--- src/hw/rtl/bb3_pkg.sv ---
// shared types and constants of the 3x3 box blur stream block
package bb3_pkg;

    // sample and arithmetic widths
    localparam int PIX_W      = 8;
    localparam int NUM_CHAN   = 4;
    localparam int TAPS       = 9;
    localparam int SUM_W      = 12;
    localparam int WEIGHT_W   = 16;
    localparam int FRAC_W     = 16;
    localparam int PROD_W     = SUM_W + WEIGHT_W;
    localparam int PIX_MAX    = 255;

    // geometry
    localparam int COL_OUT_W  = 11;
    localparam int ROW_W      = 12;
    localparam int FW_W       = 12;
    localparam int FH_W       = 13;
    localparam int CMP_W      = 14;
    localparam int DIM_MIN    = 3;
    localparam int HEIGHT_MAX = 4096;

    // configuration
    localparam int CH_CNT_W   = 3;
    localparam int CFG_IDX_W  = 2;
    localparam int CFG_DATA_W = 16;
    localparam logic [CFG_IDX_W-1:0] CFG_FRAME_WIDTH   = 2'd0;
    localparam logic [CFG_IDX_W-1:0] CFG_FRAME_HEIGHT  = 2'd1;
    localparam logic [CFG_IDX_W-1:0] CFG_CHANNEL_COUNT = 2'd2;
    localparam logic [CFG_IDX_W-1:0] CFG_TAP_WEIGHT    = 2'd3;

    // output buffer
    localparam int OUT_DEPTH  = 8;
    localparam int OUT_PTR_W  = $clog2(OUT_DEPTH);
    localparam int OUT_CNT_W  = $clog2(OUT_DEPTH + 1);
    localparam int IN_DATA_W  = NUM_CHAN * PIX_W;
    localparam int OUT_DATA_W = 56;

    // position and flags of a word on its way through the pipeline
    typedef struct packed {
        logic                 valid;
        logic [COL_OUT_W-1:0] column;
        logic [ROW_W-1:0]     row;
        logic                 last;
    } bb3_side_t;

endpackage

--- src/hw/rtl/bb3_merge.sv ---
// merge of lane results with position into the output buffer and credit count
module bb3_merge (
    input  logic                                       aclk,
    input  logic                                       aresetn,
    input  bb3_pkg::bb3_side_t                         side,
    input  logic [bb3_pkg::NUM_CHAN-1:0][bb3_pkg::PIX_W-1:0] chan,
    input  logic                                       reserve,
    output logic                                       has_room,
    output logic                                       m_tvalid,
    input  logic                                       m_tready,
    // m_tdata: out_chan0, out_chan1, out_chan2, out_chan3, out_column, out_row, zero pad
    output logic [bb3_pkg::OUT_DATA_W-1:0]             m_tdata,
    output logic                                       m_tlast
);
    import bb3_pkg::*;

    localparam int PAD_W = OUT_DATA_W - NUM_CHAN * PIX_W - COL_OUT_W - ROW_W;

    logic [OUT_DATA_W-1:0] data_reg [OUT_DEPTH];
    logic                  last_reg [OUT_DEPTH];
    logic [OUT_PTR_W-1:0]  wr_ptr_reg;
    logic [OUT_PTR_W-1:0]  rd_ptr_reg;
    logic [OUT_CNT_W-1:0]  count_reg;
    logic [OUT_CNT_W-1:0]  pending_reg;
    logic [OUT_CNT_W-1:0]  pending_next;
    logic                  push;
    logic                  pop;
    logic [OUT_DATA_W-1:0] word;

    // pack one result word
    assign word = {{PAD_W{1'b0}}, side.row, side.column, chan};

    assign push = side.valid;
    assign pop  = m_tvalid && m_tready;

    // buffer storage
    always_ff @(posedge aclk) begin
        if (push) begin
            data_reg[wr_ptr_reg] <= word;
            last_reg[wr_ptr_reg] <= side.last;
        end
    end

    // pointers and fill level
    always_ff @(posedge aclk) begin
        if (!aresetn) begin
            wr_ptr_reg <= '0;
            rd_ptr_reg <= '0;
            count_reg  <= '0;
        end else begin
            if (push) begin
                wr_ptr_reg <= wr_ptr_reg + 1'b1;
            end
            if (pop) begin
                rd_ptr_reg <= rd_ptr_reg + 1'b1;
            end
            count_reg <= count_reg + OUT_CNT_W'(push) - OUT_CNT_W'(pop);
        end
    end

    // words promised to the buffer: accepted with a result, not yet taken
    assign pending_next = pending_reg + OUT_CNT_W'(reserve) - OUT_CNT_W'(pop);

    always_ff @(posedge aclk) begin
        if (!aresetn) begin
            pending_reg <= '0;
        end else begin
            pending_reg <= pending_next;
        end
    end

    assign has_room = pending_reg < OUT_CNT_W'(OUT_DEPTH);

    assign m_tvalid = count_reg != '0;
    assign m_tdata  = data_reg[rd_ptr_reg];
    assign m_tlast  = last_reg[rd_ptr_reg];

endmodule

--- config.mk ---
export PLATFORM = sky130hd
export DESIGN_NAME = bb3_merge
export DESIGN_NICKNAME = d
export VERILOG_FILES = /design/src/hw/rtl/bb3_pkg.sv /design/src/hw/rtl/bb3_merge.sv
export SDC_FILE = /design/constraint.sdc
export NUM_CORES = 1
export LEC_CHECK = 0
export ABC_CLOCK_PERIOD_IN_PS = 6530
export BUFFER_PORTS_ARGS = -buffer_cell sky130_fd_sc_hd__buf_4
export CORE_ASPECT_RATIO = 1.75
export CORE_MARGIN = 2
export CORE_UTILIZATION = 60
export CTS_CLUSTER_DIAMETER = 100
export DETAILED_ROUTE_END_ITERATION = 12
export GPL_ROUTABILITY_DRIVEN = 0
export GPL_TIMING_DRIVEN = 0
export PLACE_DENSITY = 0.79
export SLEW_MARGIN = 10
export SYNTH_ARGS = -nofsm -noshare
export SYNTH_HDL_FRONTEND = slang
export SYNTH_SLANG_ARGS = --single-unit
--- constraint.sdc ---
create_clock -name aclk -period 6.53 [get_ports aclk]
set_clock_uncertainty 0.15 [all_clocks]
set_input_delay 0.9795 -clock aclk [delete_from_list [all_inputs] [get_ports aclk]]
set_output_delay 0.9795 -clock aclk [all_outputs]
set_load 0.02 [all_outputs]
==> results.sh <==
export IMPL_power_density_mw_per_mm2=333.7
export IMPL_met2_usage=0.4059
export IMPL_antenna_found_initial=1
export IMPL_die_x_um=133.8
export IMPL_htree_levels=2
export IMPL_max_slew_worst_pin_slew_ns=0.8122
export IMPL_fin_hold_ws_ns=0.3566
export IMPL_grt_pass1_wl_um=52860
export IMPL_outcome="finished, final reports clean"
export IMPL_synth_top_area_frac=0.7604
export IMPL_dpl_hpwl_um=21660
export IMPL_numCtsBuffers=38
export IMPL_numPortBuffers=118
export IMPL_setup_viol=0
export IMPL_fp_dieH_um=231.2
export IMPL_async_flop_share=0
export IMPL_ys_flop_type="edfxtp_1"
export IMPL_period_minus_slack_ns=3.917
export IMPL_grt_use_total=0.2341
export IMPL_ys_top_cells_by_count="448 x edfxtp_1, 112 x mux4_2, 56 x mux2_2"
export IMPL_core_area_mm2=0.02918
export IMPL_ys_warn_count=0
export IMPL_cts_tree="built"
export IMPL_rsz0062_at_grt="false"
export IMPL_synthTopCellsByArea="edfxtp_1 76%, mux4_2 14%, mux2_2 3.6%"
export IMPL_maxSlewViolCount=0
export IMPL_drtIter0Drc=759
export IMPL_ir_drop_mv=0.2685
export IMPL_critPathLaunchType="flop"
export IMPL_cap_viol_max_count=0
export IMPL_grt_busiest_layer="met2"
export IMPL_cts_sinks=465
export IMPL_ctsResizeCount=0
export IMPL_synthCells=745
export IMPL_syn_area_per_cell_um2=23.75
export IMPL_num_vias=8180
export IMPL_clockBufferDepth=3
export IMPL_crit_fanout=10
export IMPL_leakage_nw=6.785
export IMPL_wirelength_um=35080
export IMPL_required_ns=5.40
export IMPL_grtUsageMet3=0.03915
export IMPL_clk_pin_slew_ns=0.08
export IMPL_finalCritPeriodShare=0.5998
export IMPL_cp_arrival_ns=2.79
export IMPL_drc=0
export IMPL_firstDrtPassIters=5
export IMPL_viasPerCell=6.082
export IMPL_critPathCaptureType="output port"
export IMPL_area_growth_pct=18.06
export IMPL_row_count=83
export IMPL_syn_nets=817
export IMPL_fin_tns_setup_ns=0
export IMPL_grt_pass1_vias=8729
export IMPL_finalNetCount=1006
export IMPL_ys_ff_latch=465
export IMPL_cts_hold_buf=0
export IMPL_grt_max_degree=22
export IMPL_wl_per_cell_um=26.08
export IMPL_clockRootBuffer="clkbuf_16"
export IMPL_hold_violations=0
export IMPL_die_area_mm2=0.03093
export IMPL_yosysSeqAreaShare=0.7797
export IMPL_post_cts_buffers=0
export IMPL_yosysMostFrequentCell="edfxtp_1"
export IMPL_yosysUniqueCellTypes=27
export IMPL_insertion_delay_ns=0.53
export IMPL_grt_ovfl_total=0
export IMPL_post_route_cells_drive_above_1_share=0.4116
export IMPL_pin_count=120
export IMPL_yosys_area_top_type="edfxtp_1"
export IMPL_detail_route_antenna_nets=0
export IMPL_hold_path_class="reg2reg"
export IMPL_grt_util_met1=0.3030
export IMPL_max_freq_ghz=0.2553
export IMPL_largest_reg_flops=440
export IMPL_worstSetupPathType="reg2out"
export IMPL_synth_edf_count=448
export IMPL_syn_area_mm2=0.01769
export IMPL_slew_headroom=0.4586
export IMPL_start_util=0.6062
worst max-delay path: stages (launching register included):
cell and delay (ns):
dfxtp_1 0.39, buf_2 0.32, clkbuf_1 0.60, mux4_2 0.43
mux2_2 0.34, buf_4 0.18
cell type report:
cell class              count  area (um2)
fillers                  1612        8297
repair buffers            149        1444
inverters                   8       30.03
clock buffers              47        1006
clock inverters            21       209.0
flip-flops and latches    465       13790
diodes                      1       2.502
multi-input cells         239        3722
plain buffers              33       200.2
well taps                 382       478.0
layout by cell type (no fill, tap or decap), types with 4 or more instances in the layout:
cell         n
nand2_1      9
clkbuf_1    22
mux4_2     112
nand2b_1     6
clkinv_2     7
clkbuf_16   39
inv_1        8
buf_1        5
buf_16      13
buf_2        4
buf_4      129
dfxtp_1     17
mux2i_1      9
clkinv_1     6
nor2_4       6
buf_12       4
buf_6       13
mux2_2      56
ha_1         9
bufinv_16    4
nor2_1       7
edfxtp_1   448
metrics by stage:
| stage | std cells | setup WS, ns | util | total power [mW] | cell area [um2] |
|---|---|---|---|---|---|
| after floorplan | 745 | 0.9537 | - | 4.319 | 17690 |
| after global placement | 1245 | -2.880 | 0.6530 | 4.749 | 19050 |
| after detailed placement | 1276 | 3.186 | 0.6740 | 4.789 | 19670 |
| after CTS | 1344 | 2.597 | 0.7156 | 7.027 | 20880 |
| after global routing | 1345 | 2.541 | 0.7157 | 7.216 | 20890 |
| final | 1345 | 2.613 | 0.7157 | 6.970 | 20890 |
final timing paths:
path                 startpoint        endpoint  slack [ns]  depth (start not counted)
setup / recovery           flop      m_tdata[2]        2.61                          5
hold / removal    rd_ptr_reg[1]   rd_ptr_reg[1]        0.36                          2
setup reg to reg   count_reg[2]  pending_reg[2]        3.94                         10
hold reg to reg   rd_ptr_reg[1]   rd_ptr_reg[1]        0.36                          2
where the power goes:
| group | leakage [nW] | internal [mW] | total [mW] | switching, mW |
|---|---|---|---|---|
| sequential | 4.21 | 3.37 | 3.41 | 0.0358 |
| combinational | 1.99 | 0.643 | 1.31 | 0.663 |
| clock | 0.588 | 1.26 | 2.26 | 1.00 |
routing by layer:
layer  vias to the layer above  routed length, um
met5                         -                  0
met4                         0                962
met2                       312              18960
met1                      4314              12960
met3                        53               2189
li1                       3501                  -
kinds of logic (layout without fill, tap and decap cells):
kind of cell    count (synthesis)  after routing  share of synthesized area
compound gates                  4              4                   0.001273
xor+xnor                        6              6                   0.002971
fa+ha+maj                      11             11                   0.008629
buf+inv                        41            258                    0.01301
flops                         465            465                     0.7797
mux                           177            177                     0.1833
other cells                     1              2                  0.0002120
simple gates                   40             40                    0.01089
Power figures use the tool's default switching activity.
