`src/hw/rtl/bb3_pkg.sv`:
```
// shared types and constants of the 3x3 box blur stream block
package bb3_pkg;

    // sample and arithmetic widths
    localparam int PIX_W      = 8;
    localparam int NUM_CHAN   = 4;
    localparam int TAPS       = 9;
    localparam int SUM_W      = 12;
    localparam int WEIGHT_W   = 16;
    localparam int FRAC_W     = 16;
    localparam int PROD_W     = SUM_W + WEIGHT_W;
    localparam int PIX_MAX    = 255;

    // geometry
    localparam int COL_OUT_W  = 11;
    localparam int ROW_W      = 12;
    localparam int FW_W       = 12;
    localparam int FH_W       = 13;
    localparam int CMP_W      = 14;
    localparam int DIM_MIN    = 3;
    localparam int HEIGHT_MAX = 4096;

    // configuration
    localparam int CH_CNT_W   = 3;
    localparam int CFG_IDX_W  = 2;
    localparam int CFG_DATA_W = 16;
    localparam logic [CFG_IDX_W-1:0] CFG_FRAME_WIDTH   = 2'd0;
    localparam logic [CFG_IDX_W-1:0] CFG_FRAME_HEIGHT  = 2'd1;
    localparam logic [CFG_IDX_W-1:0] CFG_CHANNEL_COUNT = 2'd2;
    localparam logic [CFG_IDX_W-1:0] CFG_TAP_WEIGHT    = 2'd3;

    // output buffer
    localparam int OUT_DEPTH  = 8;
    localparam int OUT_PTR_W  = $clog2(OUT_DEPTH);
    localparam int OUT_CNT_W  = $clog2(OUT_DEPTH + 1);
    localparam int IN_DATA_W  = NUM_CHAN * PIX_W;
    localparam int OUT_DATA_W = 56;

    // position and flags of a word on its way through the pipeline
    typedef struct packed {
        logic                 valid;
        logic [COL_OUT_W-1:0] column;
        logic [ROW_W-1:0]     row;
        logic                 last;
    } bb3_side_t;

endpackage

```
`src/hw/rtl/bb3_lane.sv`:
```
// one channel lane: nine-tap sum, weight multiply, floor and saturate
module bb3_lane (
    input  logic                                   aclk,
    input  logic [bb3_pkg::TAPS-1:0][bb3_pkg::PIX_W-1:0] taps,
    input  logic [bb3_pkg::WEIGHT_W-1:0]           weight,
    input  logic                                   lane_on,
    output logic [bb3_pkg::PIX_W-1:0]              result
);
    import bb3_pkg::*;

    logic [SUM_W-1:0]  sum_next;
    logic [SUM_W-1:0]  sum_reg;
    logic [PROD_W-1:0] prod_reg;
    logic [PROD_W-FRAC_W-1:0] scaled;

    // add the nine taps
    always_comb begin
        sum_next = '0;
        for (int i = 0; i < TAPS; i++) begin
            sum_next = sum_next + SUM_W'(taps[i]);
        end
    end

    // sum stage, then product stage
    always_ff @(posedge aclk) begin
        sum_reg  <= sum_next;
        prod_reg <= PROD_W'(sum_reg) * PROD_W'(weight);
    end

    // drop the fraction, clamp, blank unused channels
    assign scaled = prod_reg[PROD_W-1:FRAC_W];

    always_comb begin
        if (!lane_on) begin
            result = '0;
        end else if (scaled > (PROD_W-FRAC_W)'(PIX_MAX)) begin
            result = PIX_W'(PIX_MAX);
        end else begin
            result = scaled[PIX_W-1:0];
        end
    end

endmodule

```
`config.mk`:
```
export PLATFORM = sky130hd
export DESIGN_NAME = bb3_lane
export DESIGN_NICKNAME = d
export VERILOG_FILES = /design/src/hw/rtl/bb3_pkg.sv /design/src/hw/rtl/bb3_lane.sv
export SDC_FILE = /design/constraint.sdc
export NUM_CORES = 1
export LEC_CHECK = 0
export ABC_AREA = 0
export BUFFER_PORTS_ARGS = -buffer_cell sky130_fd_sc_hd__buf_2
export CORE_MARGIN = 1
export CORE_UTILIZATION = 55
export CTS_BUF_LIST = sky130_fd_sc_hd__clkbuf_2
export CTS_CLUSTER_SIZE = 24
export DETAILED_ROUTE_END_ITERATION = 6
export GPL_TIMING_DRIVEN = 0
export HOLD_SLACK_MARGIN = 0.02
export PLACE_DENSITY = 0.82
export SYNTH_ARGS = -nofsm -noshare
export SYNTH_HDL_FRONTEND = slang
export SYNTH_SLANG_ARGS = --single-unit
```
`constraint.sdc`:
```
create_clock -name aclk -period 17.25 [get_ports aclk]
set_input_delay 3.45 -clock aclk [delete_from_list [all_inputs] [get_ports aclk]]
set_output_delay 3.45 -clock aclk [all_outputs]
set_load 0.005 [all_outputs]
```
==> flow_summary.toml, run 1 <==
[status]
outcome = "completed"

[logic_synthesis]
syn_area_mm2 = 0.007717
async_flop_share_pct = 0
ys_dominant_reg_cell = "sky130_fd_sc_hd__dfxtp_1"
postSynthAreaPerCell_um2 = 9.671
yosys.cell_count.top_type = "sky130_fd_sc_hd__fa_1"
post_synth_main_area_contributors = "sky130_fd_sc_hd__fa_1 (50%), sky130_fd_sc_hd__ha_1 (12%), sky130_fd_sc_hd__inv_1 (9.0%), sky130_fd_sc_hd__dfxtp_1 (6.2%), sky130_fd_sc_hd__nand2_1 (6.0%)"
synthesis.nets = 1156
post_synth_inst_count = 798
yosys_warnings = 0
synth_cell_type_count = 38
ys_ff_latch = 24
synth-seq-area-share_pct = 6.226
synth.largest_area_cell = "sky130_fd_sc_hd__fa_1"
synth-edff-count = 0
synth.top_cells.by_count = "sky130_fd_sc_hd__fa_1 (193), sky130_fd_sc_hd__inv_1 (185), sky130_fd_sc_hd__nand2_1 (124)"
synth_top_cell_area_share_pct = 50.06

[timing]
setup_total_negative_slack_ps = 0
hold_violations = 0
setup_viol = 0
timing.final.crit_share_pct = 47.41
grt_setup_unrepaired = "no"
worstMarginPinSlew_ps = 607.3
max_freq_mhz = 122.3
report.final.slew_viol_count = 0
period_needed_ps = 8178
finalClockSkew_ps = 19.00
max-slew-margin-rel_pct = 59.51
holdWs_ps = 1563

[drt]
vias = 5618
wl_per_cell_um = 14.72
routed_wirelength_mm = 15.81
maxUsedRoutingLayer = "met4"
final_antenna_net_count = 0
avg_vias_per_cell = 5.231
detail_route.first_pass.iterations = 5
drt_drc_violations_left = 0
dr.first_iter.drc_count = 296
met2WireLength_mm = 8.566
met3WireLength_mm = 1.042
detail_route.wirelength.met1_mm = 5.851

[final_layout]
fillers = 1160
seqCellArea_um2 = 480.5
area_delta_synth_final_pct = 9.306
num-nets-final = 1257
final_layout_size_suffix_gt1_share_pct = 12.04
post-route-cell-area_mm2 = 0.008436
multiInputGateArea_mm2 = 0.006430

[critical_path]
cp_cell_sequence = "buf_2 -> clkbuf_1 -> and2_1 -> fa_1 -> fa_1 -> fa_1 -> fa_1 -> inv_1 -> fa_1 -> inv_1 -> ha_1 -> a21o_1 -> a311oi_2 -> a21oi_1 -> a21oi_1 -> o21ai_1 -> a21oi_2 -> xnor2_1"
crit_path_max_fanout = 10
r2r_slack_ps = 11640
worstPathArrival_ps = 8460
cpMostUsedCell = "sky130_fd_sc_hd__fa_1"
timing.rr.start = "sum_reg[3]$_DFF_P_"
worst_setup_path_start_kind = "input port"
criticalPathCategory = "input port to flop"
endpoint_kind = "flop"
worstReg2RegEnd = "prod_reg[26]$_DFF_P_"
slowest_delay_ps = 570
worstPathRequired_ps = 17530
depth_of_the_worst_register_to_register_path = 18
critical_path.slowest_cell = "sky130_fd_sc_hd__fa_1"

[global_routing]
wire_length_of_the_first_global_routing_pass_mm = 27.06
number_of_global_route_vias_before_repair = 6087
gr-total-overflow = 0
grt_antenna_before_repair = 0
grt_max_degree = 13
gr-usage-all-layers_pct = 23.77

[placement]
place_congestion = 0.8892
dp.final_hpwl_mm = 14.01
dpl_cell_area_mm2 = 0.008418
portBuffers = 96

[cts]
clock_tree.root_cell = "sky130_fd_sc_hd__clkbuf_2"
cts_htree_levels = 1
post_cts_resized = 0
clk_pin_slew_worst_paths_ps = 220
post-cts-setup-buffers = 0
cts_buffers = 3
numClockSinks = 24
cts-root-to-sink-buffers = 2
clock_latency_ps = 340
holdBufCountCts = 0
cts_tree = "yes"

[floorplan]
floorplan.initialDensity_pct = 57.37
io-pin-count = 98
dieHeight_um = 120.5
floorplan.core_area_mm2 = 0.01345
placement_rows = 42
die_area_mm2 = 0.01451
die_width_um = 120.5

[hold_path]
hold_path.class = "flop to flop"
hold_path_startpoint = "sum_reg[0]$_DFF_P_"
timing.hold.worst_path_depth = 5
worstHoldEndpoint = "prod_reg[16]$_DFF_P_"

[run]
max_cap_violations = 0
-- worst max path at each step --
stage	startpoint	end	slack [ps]	depth (start not counted)
floorplan	weight[14]	prod_reg[26]$_DFF_P_	9290	18
global placement	weight[13]	prod_reg[26]$_DFF_P_	8780	19
detailed placement	weight[14]	prod_reg[26]$_DFF_P_	8770	19
CTS	weight[14]	prod_reg[26]$_DFF_P_	9120	19
global route	weight[13]	prod_reg[26]$_DFF_P_	8850	19
finish	weight[11]	prod_reg[26]$_DFF_P_	9070	18
-- critical path, delay by kind of cell --
kind	cells	cell delay, ps
AO/OA/AOI/OAI	6	1210
XOR/XNOR	1	110
adder cells (fa/ha/maj)	6	2770
buffers and inverters	4	670
AND/OR/NAND/NOR	1	250
-- final cells by class --
cell class              count  share of cell area [%]
diodes                      1                 0.02966
plain buffers              30                   1.335
clock buffers               3                  0.1780
inverters                 185                   8.232
multi-input cells         559                   76.22
flip-flops and latches     24                   5.696
well taps                 176                   2.610
repair buffers             96                   5.696
-- cells in the final DEF (no fill, tap or decap), types with 2 or more instances in the layout --
cell type                  netlist  routed
sky130_fd_sc_hd__a21o_1          9       9
sky130_fd_sc_hd__o21ai_0         2       2
sky130_fd_sc_hd__clkbuf_1       30      30
sky130_fd_sc_hd__xnor2_1        13      13
sky130_fd_sc_hd__xor2_1          7       7
sky130_fd_sc_hd__and3_1          3       3
sky130_fd_sc_hd__ha_1           75      75
sky130_fd_sc_hd__nand2b_1        2       2
sky130_fd_sc_hd__a21oi_1        14      14
sky130_fd_sc_hd__nor2_1          6       6
sky130_fd_sc_hd__nor3_1          3       3
sky130_fd_sc_hd__inv_1         185     185
sky130_fd_sc_hd__o21a_1          9       9
sky130_fd_sc_hd__nand4_1         2       2
sky130_fd_sc_hd__clkbuf_2        0       3
sky130_fd_sc_hd__and2_1         72      72
sky130_fd_sc_hd__nand2_1       124     124
sky130_fd_sc_hd__buf_2           0      96
sky130_fd_sc_hd__a21oi_2         2       2
sky130_fd_sc_hd__o21bai_1        3       3
sky130_fd_sc_hd__dfxtp_1        24      24
sky130_fd_sc_hd__nand3_1         3       3
sky130_fd_sc_hd__fa_1          193     193
-- through the flow --
| stage | utilization [%] | setup slack [ps] | cells |
|---|---|---|---|
| finish | 62.70 | 9072 | 1074 |
| CTS | 62.69 | 9116 | 1073 |
| global route | 62.69 | 8852 | 1073 |
| floorplan | - | 9287 | 798 |
| detailed placement | 62.57 | 8773 | 1070 |
| global placement | 62.57 | 8777 | 1070 |
-- routing by layer --
layer	global-route usage [%]	vias to the layer above
met5	0	-
met4	7.253	0
met3	2.500	34
met2	43.28	182
met1	29.69	2854
li1	-	2548
-- logic make-up (layout without fill, tap and decap cells) --
logic type / Yosys count / count (layout) / synth area share [%]
xor+xnor: 20 / 20 / 2.270
fa+ha+maj: 268 / 268 / 62.22
simple gates: 219 / 219 / 13.49
flops: 24 / 24 / 6.226
other cells: 0 / 1 / 0
compound gates: 52 / 52 / 5.334
buf+inv: 215 / 314 / 10.46
Power of run 1 is left out: the tool's default activity adds up to more than one toggle a clock period on the data nets, which glitch-free logic cannot reach.
==> run 2, diff against run 1 <==
- ABC_AREA: 0 -> 1
- PLACE_DENSITY: 0.82 -> 0.85
- clock period: 17.25 -> 7.4 ns (I/O delays scaled with it)
==> flow_summary.toml, run 2 <==
[logic_synthesis]
yosys.cell_count.top_type = "sky130_fd_sc_hd__inv_1"
ys_dominant_reg_cell = "sky130_fd_sc_hd__dfxtp_1"
synthesis.nets = 1408
synth.top_cells.by_count = "sky130_fd_sc_hd__inv_1 (296), sky130_fd_sc_hd__nand2_1 (279), sky130_fd_sc_hd__fa_1 (193)"
postSynthAreaPerCell_um2 = 7.960
syn_area_mm2 = 0.008358
ys_ff_latch = 24
post_synth_inst_count = 1050
post_synth_main_area_contributors = "sky130_fd_sc_hd__fa_1 (46%), sky130_fd_sc_hd__inv_1 (13%), sky130_fd_sc_hd__nand2_1 (13%), sky130_fd_sc_hd__ha_1 (11%), sky130_fd_sc_hd__dfxtp_1 (5.7%)"
async_flop_share_pct = 0
synth-seq-area-share_pct = 5.749
synth.largest_area_cell = "sky130_fd_sc_hd__fa_1"
yosys_warnings = 0
synth_top_cell_area_share_pct = 46.23
synth_cell_type_count = 25
synth-edff-count = 0

[timing]
max-slew-margin-rel_pct = 57.56
setup_viol = 0
grt_setup_unrepaired = "no"
timing.final.crit_share_pct = 81.80
max_freq_mhz = 165.2
period_needed_ps = 6053
finalClockSkew_ps = 57.42
setup_total_negative_slack_ps = 0
hold_violations = 0
worstMarginPinSlew_ps = 636.7
report.final.slew_viol_count = 0

[global_routing]
gr-total-overflow = 0
grt_antenna_before_repair = 1
globalRoute.busiestLayer = "met2"
wire_length_of_the_first_global_routing_pass_mm = 32.84
grt_max_degree = 13
grt_util_met3_pct = 2.739
global_route.usage.met2_pct = 48.21
gr-usage-all-layers_pct = 26.23
grtUsageMet1_pct = 31.35
number_of_global_route_vias_before_repair = 7432

[floorplan]
floorplan.core_area_mm2 = 0.01470
floorplan.initialDensity_pct = 56.86
dieHeight_um = 125.3
io-pin-count = 98
placement_rows = 44
die_area_mm2 = 0.01569
die_width_um = 125.3

[critical_path]
slowest_delay_ps = 550
endpoint_kind = "flop"
depth_of_the_worst_register_to_register_path = 19
cp_cell_sequence = "buf_2 -> clkbuf_1 -> nand2_1 -> fa_1 -> fa_1 -> inv_1 -> fa_1 -> fa_1 -> inv_1 -> fa_1 -> inv_1 -> ha_1 -> nand2_1 -> nor4_1 -> nand2_1 -> nand2_2 -> nand2_1 -> nand3_1 -> nand2_1"
criticalPathCategory = "input port to flop"
worst_setup_path_start_kind = "input port"
worstPathRequired_ps = 7640
worstPathArrival_ps = 6290
crit_path_max_fanout = 10
critical_path.slowest_cell = "sky130_fd_sc_hd__fa_1"

[placement]
place_congestion = 0.8742
portBuffers = 97
dp.final_hpwl_mm = 16.94

[cts]
post_cts_resized = 0
holdBufCountCts = 0
clock_latency_ps = 370
numClockSinks = 24
cts_htree_levels = 1
cts-root-to-sink-buffers = 2
clock_tree.root_cell = "sky130_fd_sc_hd__clkbuf_2"
post-cts-setup-buffers = 0
cts_tree = "yes"
cts_buffers = 3
clk_pin_slew_worst_paths_ps = 280

[drt]
routed_wirelength_mm = 18.89
final_antenna_net_count = 0
detail_route.first_pass.iterations = 5
wl_per_cell_um = 14.15
vias = 6930
dr.first_iter.drc_count = 404
avg_vias_per_cell = 5.191
drt_drc_violations_left = 0

[status]
outcome = "completed"

[final_layout]
num-nets-final = 1510
fillers = 1272
final_layout_size_suffix_gt1_share_pct = 9.043
area_delta_synth_final_pct = 8.772
final_cell_mix = "sky130_fd_sc_hd__inv_1 (296), sky130_fd_sc_hd__nand2_1 (279), sky130_fd_sc_hd__fa_1 (193), sky130_fd_sc_hd__buf_2 (97), sky130_fd_sc_hd__ha_1 (75)"
mostFrequentLayoutCell = "sky130_fd_sc_hd__inv_1"

[run]
max_cap_violations = 0

[hold_path]
timing.hold.worst_path_depth = 7
hold_path.class = "flop to flop"
==> run 2: cell count changes after synthesis, moves of 7 or more <==
cell                       before  now
sky130_fd_sc_hd__nor2_1         6   30
sky130_fd_sc_hd__o21a_1         9    1
sky130_fd_sc_hd__a21oi_1       14   32
sky130_fd_sc_hd__o21ai_0        2   15
sky130_fd_sc_hd__clkbuf_1      30   39
sky130_fd_sc_hd__and2_1        72    1
sky130_fd_sc_hd__a21o_1         9    2
sky130_fd_sc_hd__nand2_1      124  279
sky130_fd_sc_hd__inv_1        185  296
sky130_fd_sc_hd__nand4_1        2    9
sky130_fd_sc_hd__xnor2_1       13    4
sky130_fd_sc_hd__nand3_1        3   19
==> run 2: critical path: cells and delay by family <==
family	cells	cell delay, ps
fa+ha+maj	6	2840
buf+inv	5	740
simple gates	8	1230
==> run 2: worst paths after layout <==
kind	start	to	slack, ps
worst max-delay path	weight[11]	prod_reg[22]$_DFF_P_	1350
worst min-delay path	sum_reg[0]$_DFF_P_	prod_reg[21]$_DFF_P_	1100
worst min register to register	sum_reg[0]$_DFF_P_	prod_reg[21]$_DFF_P_	1100
worst max register to register	sum_reg[3]$_DFF_P_	prod_reg[22]$_DFF_P_	1790
==> run 2: layer usage <==
layer	up-vias	wire length [um]
met4	0	659
met3	55	1055
met2	239	9900
li1	3220	-
met1	3416	7272
met5	-	0
==> run 2: layout make-up <==
class	count	area, um^2	area share [%]
antenna	1	2.502	0.02753
timing repair buffer	97	485.5	5.340
tap	184	230.2	2.532
sequential	24	480.5	5.285
clock buffer	3	15.01	0.1652
inverter	296	1111	12.22
multi-input combinational	691	6620	72.82
buffer	39	146.4	1.610
==> run 2: per-stage QoR <==
step | utilization, % | hold slack [ps] | instances | cell area [um^2] | setup slack (ps)
floorplan | - | 796.3 | 1050 | 8358 | 1773
finish | 61.85 | 1103 | 1335 | 9091 | 1347
detailed placement | 61.73 | 965.4 | 1331 | 9074 | 1060
global placement | 61.73 | 957.8 | 1331 | 9074 | 1092
global route | 61.85 | 1144 | 1335 | 9091 | 1155
CTS | 61.83 | 1070 | 1334 | 9089 | 1434
==> run 2: logic make-up after synthesis <==
family                   synth area share [%]
AND/OR/NAND/NOR                         16.72
buffers and inverters                   15.04
adder cells (fa/ha/maj)                 57.46
AO/OA/AOI/OAI                           3.772
flip-flops                              5.748
XOR/XNOR                                1.257
Power of run 2 is left out for the same reason.
